--- config.mk ---
export PLATFORM = sky130hd
export DESIGN_NAME = pal_cell
export DESIGN_NICKNAME = d
export VERILOG_FILES = /design/src/positional_array_list_top_macros.svh /design/src/pal_pkg.sv /design/src/pal_cell.sv
export SDC_FILE = /design/constraint.sdc
export NUM_CORES = 1
export LEC_CHECK = 0
export BUFFER_PORTS_ARGS = -buffer_cell sky130_fd_sc_hd__buf_4
export CAP_MARGIN = 40
export CELL_PAD_IN_SITES_DETAIL_PLACEMENT = 2
export CELL_PAD_IN_SITES_GLOBAL_PLACEMENT = 2
export CORE_MARGIN = 1.5
export CORE_UTILIZATION = 25
export CTS_BUF_LIST = sky130_fd_sc_hd__clkbuf_4 sky130_fd_sc_hd__clkbuf_8 sky130_fd_sc_hd__clkbuf_16
export DETAILED_ROUTE_END_ITERATION = 6
export PLACE_DENSITY_LB_ADDON = 0.1
export SLEW_MARGIN = 10
export SYNTH_ARGS = -nofsm -noshare
export SYNTH_HDL_FRONTEND = slang
export SYNTH_SLANG_ARGS = --single-unit
--- constraint.sdc ---
create_clock -name clock -period 9.67 [get_ports clock]
set_input_delay 0.4835 -clock clock [delete_from_list [all_inputs] [get_ports clock]]
set_output_delay 0.4835 -clock clock [all_outputs]
set_load 0.03 [all_outputs]
--- src/positional_array_list_top_macros.svh ---
// Assertion macros used by the positional array list top level.
`ifndef POSITIONAL_ARRAY_LIST_TOP_MACROS_SVH
`define POSITIONAL_ARRAY_LIST_TOP_MACROS_SVH

// Check a condition at every clock edge outside reset.
`define PAL_CHECK(label, cond, msg) \
   label: assert property (@(posedge clock) disable iff (reset) (cond)) else $error(msg);

// Check that an antecedent implies a consequent in the same cycle.
`define PAL_IMPLY(label, ante, cons, msg) \
   label: assert property (@(posedge clock) disable iff (reset) (ante) |-> (cons)) \
      else $error(msg);

// Check that an antecedent is followed by a consequent.
`define PAL_LATER2(label, ante, cons, msg) \
   label: assert property (@(posedge clock) disable iff (reset) (ante) |-> ##2 (cons)) \
      else $error(msg);

`endif

--- src/pal_pkg.sv ---
// Types and constants shared by the positional array list modules.
package pal_pkg;

   localparam int CAPACITY = 64;
   localparam int VALUE_W  = 32;
   localparam int POS_W    = 8;
   localparam int COUNT_W  = 7;
   localparam int CNT_W    = $clog2(CAPACITY + 1);

   typedef enum logic [1:0] {
      OP_GET    = 2'd0,
      OP_SET    = 2'd1,
      OP_INSERT = 2'd2,
      OP_REMOVE = 2'd3
   } op_type;

   typedef enum logic [1:0] {
      ST_OK      = 2'd0,
      ST_BAD_POS = 2'd1,
      ST_FULL    = 2'd2,
      ST_EMPTY   = 2'd3
   } status_type;

   typedef struct packed {
      op_type                     operation;
      logic [POS_W-1:0]           position;
      logic signed [VALUE_W-1:0]  value;
   } req_type;

   typedef struct packed {
      logic signed [VALUE_W-1:0]  read_value;
      status_type                 status;
      logic [COUNT_W-1:0]         count;
      logic                       is_empty;
      logic                       is_full;
   } rsp_type;

   // Command broadcast to every cell of the row.
   typedef struct packed {
      logic                       go;
      op_type                     op;
      logic [POS_W-1:0]           pos_idx;
      logic signed [VALUE_W-1:0]  value;
   } cmd_type;

endpackage

--- src/pal_cell.sv ---
// One storage cell of the list row: holds one entry and shifts with its neighbours.
module pal_cell (
   input  logic                               clock,
   input  pal_pkg::cmd_type                   cmd,
   input  logic [pal_pkg::POS_W-1:0]          idx,
   input  logic signed [pal_pkg::VALUE_W-1:0] left_entry,
   input  logic signed [pal_pkg::VALUE_W-1:0] right_entry,
   output logic signed [pal_pkg::VALUE_W-1:0] entry,
   output logic signed [pal_pkg::VALUE_W-1:0] tap
);

   logic signed [pal_pkg::VALUE_W-1:0] entry_ff, entry_in;
   logic signed [pal_pkg::VALUE_W-1:0] tap_ff, tap_in;
   logic hit, above;

   assign hit   = cmd.go && (idx == cmd.pos_idx);
   assign above = cmd.go && (idx > cmd.pos_idx);

   always_comb begin
      entry_in = entry_ff;
      tap_in   = '0;
      unique case (cmd.op)
         pal_pkg::OP_GET: begin
            if (hit) tap_in = entry_ff;
         end
         pal_pkg::OP_SET: begin
            if (hit) entry_in = cmd.value;
         end
         pal_pkg::OP_INSERT: begin
            // take the new word at the slot, shift up above it
            if (hit) entry_in = cmd.value;
            else if (above) entry_in = left_entry;
         end
         pal_pkg::OP_REMOVE: begin
            // close the gap: pull from the right neighbour
            if (hit || above) entry_in = right_entry;
         end
         default: begin
            entry_in = entry_ff;
         end
      endcase
   end

   always_ff @(posedge clock) begin
      entry_ff <= entry_in;
      tap_ff   <= tap_in;
   end

   assign entry = entry_ff;
   assign tap   = tap_ff;

endmodule

# After elaboration in Yosys (flattened, before gate mapping)
# Cells that the tools add are included.
dict set report op_classes {
  n_div 0
  n_eq_ne 7
  mul 0
  order_cmp 1
  n_bitwise 0
  muxes 5
  reduce_logical 7
  shift 0
  add_sub_neg 0
}
# cell count
set op_table {}
lappend op_table {{two-way mux 32 bit} 4}
lappend op_table {{case mux 32 bit (3 select lines)} 1}
lappend op_table {{equality test 8 bit} 1}
lappend op_table {{> comparator 8 bit} 1}
lappend op_table {{equality test 2 bit (second input constant)} 2}
lappend op_table {{!= test 2 bit (second input constant)} 2}
lappend op_table {{AND reduction 4 bit} 1}
lappend op_table {{!= test 3 bit (second input constant)} 1}
lappend op_table {{nonzero test 3 bit} 1}
lappend op_table {{equality test 2 x 1 -> 1 bit (second input constant)} 1}
lappend op_table {{logical AND 1 bit} 2}
lappend op_table {{logical NOT 2 bit} 1}
lappend op_table {{AND reduction 2 bit} 1}
lappend op_table {{logical OR 1 bit} 1}
dict set report word_totals {
  word_cells 22
  mem_bits_ro 0
  n_memories 0
  latchBits 0
  ram_bits 0
  ff_bits 64
  output_inout_bits 64
}

# Logic depth before layout (Yosys ltp)
dict set report logic_depth {
  depth_word 5
  depth_mapped 8
  mapped_depth_nobuf 7
}

# Worst setup path before layout
# OpenSTA, ideal clock, no wires.
dict set report synth_path {
  path_type {input -> register}
  startpoint {in cmd[38] (netlist bit)}
  endpoint {reg entry_ff, in the netlist entry[0] (enable)}
  slack_ps 4047
  setup_time_ps 533
  t_arrival_ps 5089
  n_path_buf 0
  path_stages 6
  cell_sequence {inv_1 > ha_1 > nand4_2 > nor3_2 > nand2_2 > o311ai_0}
}
dict set report synth_between {
  elab_chain_cells 5
  word_cells_on_any_way 9
  cone_classes {1 x order compare; 4 x eq/ne; 4 x reduce/logical}
}
# element line
set synth_rtl {}
lappend synth_rtl {{from (decl)} pal_cell.sv:4} ;# input pal_pkg::cmd_type cmd,
lappend synth_rtl {{> comparator 8 bit / equality test 8 bit (equally long branches)} {pal_cell.sv:17, pal_cell.sv:16}}
lappend synth_rtl {{logical AND 1 bit (on tied branches)} {pal_cell.sv:17, pal_cell.sv:16}}
lappend synth_rtl {{logical OR 1 bit} pal_cell.sv:36} ;# if (hit || above) entry_in = right_entry;
lappend synth_rtl {{!= test 2 bit (no source line)} -}
lappend synth_rtl {{AND reduction 4 bit (no source line) (*)} -}
lappend synth_rtl {{to (signal assigned)} pal_cell.sv:45} ;# entry_ff <= entry_in;
lappend synth_rtl {{to (decl)} pal_cell.sv:12} ;# logic signed [pal_pkg::VALUE_W-1:0] entry_ff, entry_in;
# Mark *: on every way between the ends. The rest lies on a longest branch, timed or not.
# A chain may end at the register's enable or synchronous reset.

# Worst setup path in the final report
dict set report layout_path {
  startpoint {in cmd[37] (netlist bit)}
  endpoint {reg entry_ff, in the netlist entry[2] (enable)}
}
# Same word-level chain as after synthesis.

==> impl_metrics.py <==
metrics = {
    "synthesis": {
        "yosys_warnings": 0,
        "synth_top_area_share": 0.3513,
        "syn_area_um2": 2735,
        "ys_ff_latch": 64,
        "synthTopCellsByArea": "edfxtp_1 35%, dfxtp_1 23%, o22ai_1 15%",
        "yosysUniqueCellTypes": 24,
        "post-synth-top-count-cell": "o22ai_1",
        "syn-num-nets": 374,
        "synth_ff_type": "edfxtp_1",
        "yosys-top-cells-count": "64 x o22ai_1, 33 x a21oi_1, 32 x and2_1, 32 x dfxtp_1, 32 x edfxtp_1",
        "synth-seq-area-share": 0.5855,
        "synth_largest_area_cell": "edfxtp_1",
        "postSynthAreaPerCell_um2": 10.94,
        "async_reset_ff_frac": 0,
        "synth-edff-count": 32,
        "syn_inst": 250,
    },
    "placed_design": {
        "gp_congestion": 0.7066,
        "placed_cells": 555,
        "portBuffers": 179,
        "dp_slack_ns": 6.023,
        "hpwl_um": 7392,
    },
    "route": {
        "drt_iter0_markers": 62,
        "first_pass_iters": 4,
        "routed-wl-met3_um": 762,
        "via_per_inst": 4.790,
        "wl_um": 9817,
        "wl_per_cell_um": 17.16,
        "highest_layer": "met4",
        "vias": 2740,
        "wl_met2_um": 5004,
        "ant_nets": 0,
        "m1WireLength_um": 3885,
        "drc": 0,
    },
    "timing": {
        "worst_slew_pin_slew_ns": 0.7962,
        "slew_violations": 0,
        "fin_tns_setup_ns": 0,
        "hold_viol": 0,
        "final-setup-viol-count": 0,
        "fin_skew_ns": 0.005478,
        "setup_ws_ns": 6.814,
        "post-route-min-period_ns": 2.856,
        "fin_crit_sh": 0.2954,
        "maxSlewHeadroom": 0.4673,
        "max_freq_ghz": 0.3501,
        "rsz0062_at_grt": "false",
    },
    "critical_path": {
        "crit_fanout": 34,
        "worst_setup_path_end_kind": "register",
        "crit_arrival_ns": 2.86,
        "critPathRequiredTime_ns": 9.67,
        "startpoint_type": "primary input",
        "crit_type": "primary input to register",
    },
    "clock_network": {
        "cts-root-buf": "clkbuf_8",
        "cts.path.max_buffers": 2,
        "numCtsBuffers": 9,
        "cts.sinks": 64,
        "ctsHtreeMaxLevel": 3,
        "clk_latency_ns": 0.34,
        "post_cts_buffers": 0,
        "cts_hold_buf": 0,
        "cts_resized": 0,
        "cts.clk_slew.worst_paths_ns": 0.07,
        "tritoncts": "built",
    },
    "power": {
        "p_leak_nw": 1.979,
        "totalPowerFinal_mw": 0.6545,
        "power_density_nw_per_um2": 146.6,
        "ir_drop_mv": 0.05426,
    },
    "global_routing": {
        "grtUsageTotal": 0.1700,
        "gr-total-overflow": 0,
        "grt_pass1_wl_um": 14830,
        "antenna_found_initial": 0,
        "first_global_vias": 2856,
        "grt_max_degree": 38,
    },
    "final_layout": {
        "diodes": 0,
        "finalNonFillerCells": 572,
        "drive_gt1_frac": 0.4792,
        "fin_nets": 551,
        "areaGrowthSynthToFinish_pct": 63.27,
    },
    "flow_run": {
        "cap_violations": 0,
    },
    "die": {
        "io_pins": 180,
        "die_height_um": 107.6,
        "die_x_um": 107.6,
        "core_area_um2": 10750,
        "die_area_um2": 11580,
        "rows": 38,
        "initial_core_util": 0.2545,
    },
    "hold_path": {
        "hp-class": "register to register",
    },
    "status": {
        "status": "completed",
    },
}
-- flip-flops by register name, indices dropped and copies added (netlist names) --
signal / flops
entry: 32
tap: 32
-- power breakdown --
| part | switching, mW | internal (mW) | total, mW | leakage, nW |
|---|---|---|---|---|
| combinational | 0.0594 | 0.0575 | 0.117 | 1.32 |
| sequential | 0.00448 | 0.297 | 0.301 | 0.560 |
| clock | 0.104 | 0.132 | 0.236 | 0.101 |
| total | 0.168 | 0.487 | 0.655 | 1.98 |
-- logic make-up (layout without fill, tap and decap cells) --
kind of cell | Yosys count | in the layout | synth area share
AOI/OAI and AO/OA | 104 | 104 | 0.2287
adders and majority gates | 8 | 8 | 0.03660
buffers and inverters | 29 | 211 | 0.04574
DFF | 64 | 64 | 0.5855
and+or+nand+nor | 45 | 45 | 0.1034
-- area by class of cell --
type | instances | area (um^2)
tap | 140 | 175.2
timing repair buffer | 185 | 1429
inverter | 10 | 37.54
clock inverter | 5 | 55.05
sequential | 64 | 1602
multi-input combinational | 157 | 1016
clock buffer | 11 | 151.4
fill | 1223 | 6280
-- cell usage in the layout (no fill, tap or decap), drive strengths merged --
cell type	instances
a211oi	1
a21o	1
a21oi	33
and2	32
buf	185
bufinv	1
clkbuf	11
clkinv	2
clkinvlp	2
dfxtp	32
edfxtp	32
ha	8
inv	10
nand2	5
nand3	1
nand4	1
nor2	3
nor3	2
o21ai	3
o22ai	64
o311ai	1
o31ai	1
or3	1
-- path summary, 6_finish.rpt --
kind,start,slack (ns),endpoint,depth (start not counted)
worst max-delay path,cmd[37],6.81,entry[2]$_DFFE_PP_,9
worst min-delay path,entry[20]$_DFFE_PP_,0.48,tap[20]$_SDFF_PN0_,1
worst max register to register,entry[31]$_DFFE_PP_,8.98,tap[31]$_SDFF_PN0_,1
worst min register to register,entry[20]$_DFFE_PP_,0.48,tap[20]$_SDFF_PN0_,1
-- worst max-delay path, cell delays in order --
cell,delay [ns]
buf_4,0.08
inv_1,0.03
ha_1,0.30
nand4_2,0.17
nor3_2,0.25
nand2_2,0.48
o311ai_2,0.46
buf_4,0.25
buf_4,0.33
-- per-stage QoR --
step	hold WS [ns]	instance area, um^2	utilization
after CTS	0.4825	4458	0.4149
after global routing	0.4981	4466	0.4156
after floorplan	0.6883	2735	-
after detailed placement	0.4671	4252	0.3957
after global placement	0.4539	4197	0.3905
final	0.4785	4466	0.4156
-- metal layers --
layer,GRT usage,vias to the layer above
li1,-,1307
met1,0.1924,1320
met2,0.2962,102
met3,0.05932,11
met4,0.05921,0
met5,0,-
(Power assumes the default switching activity.)
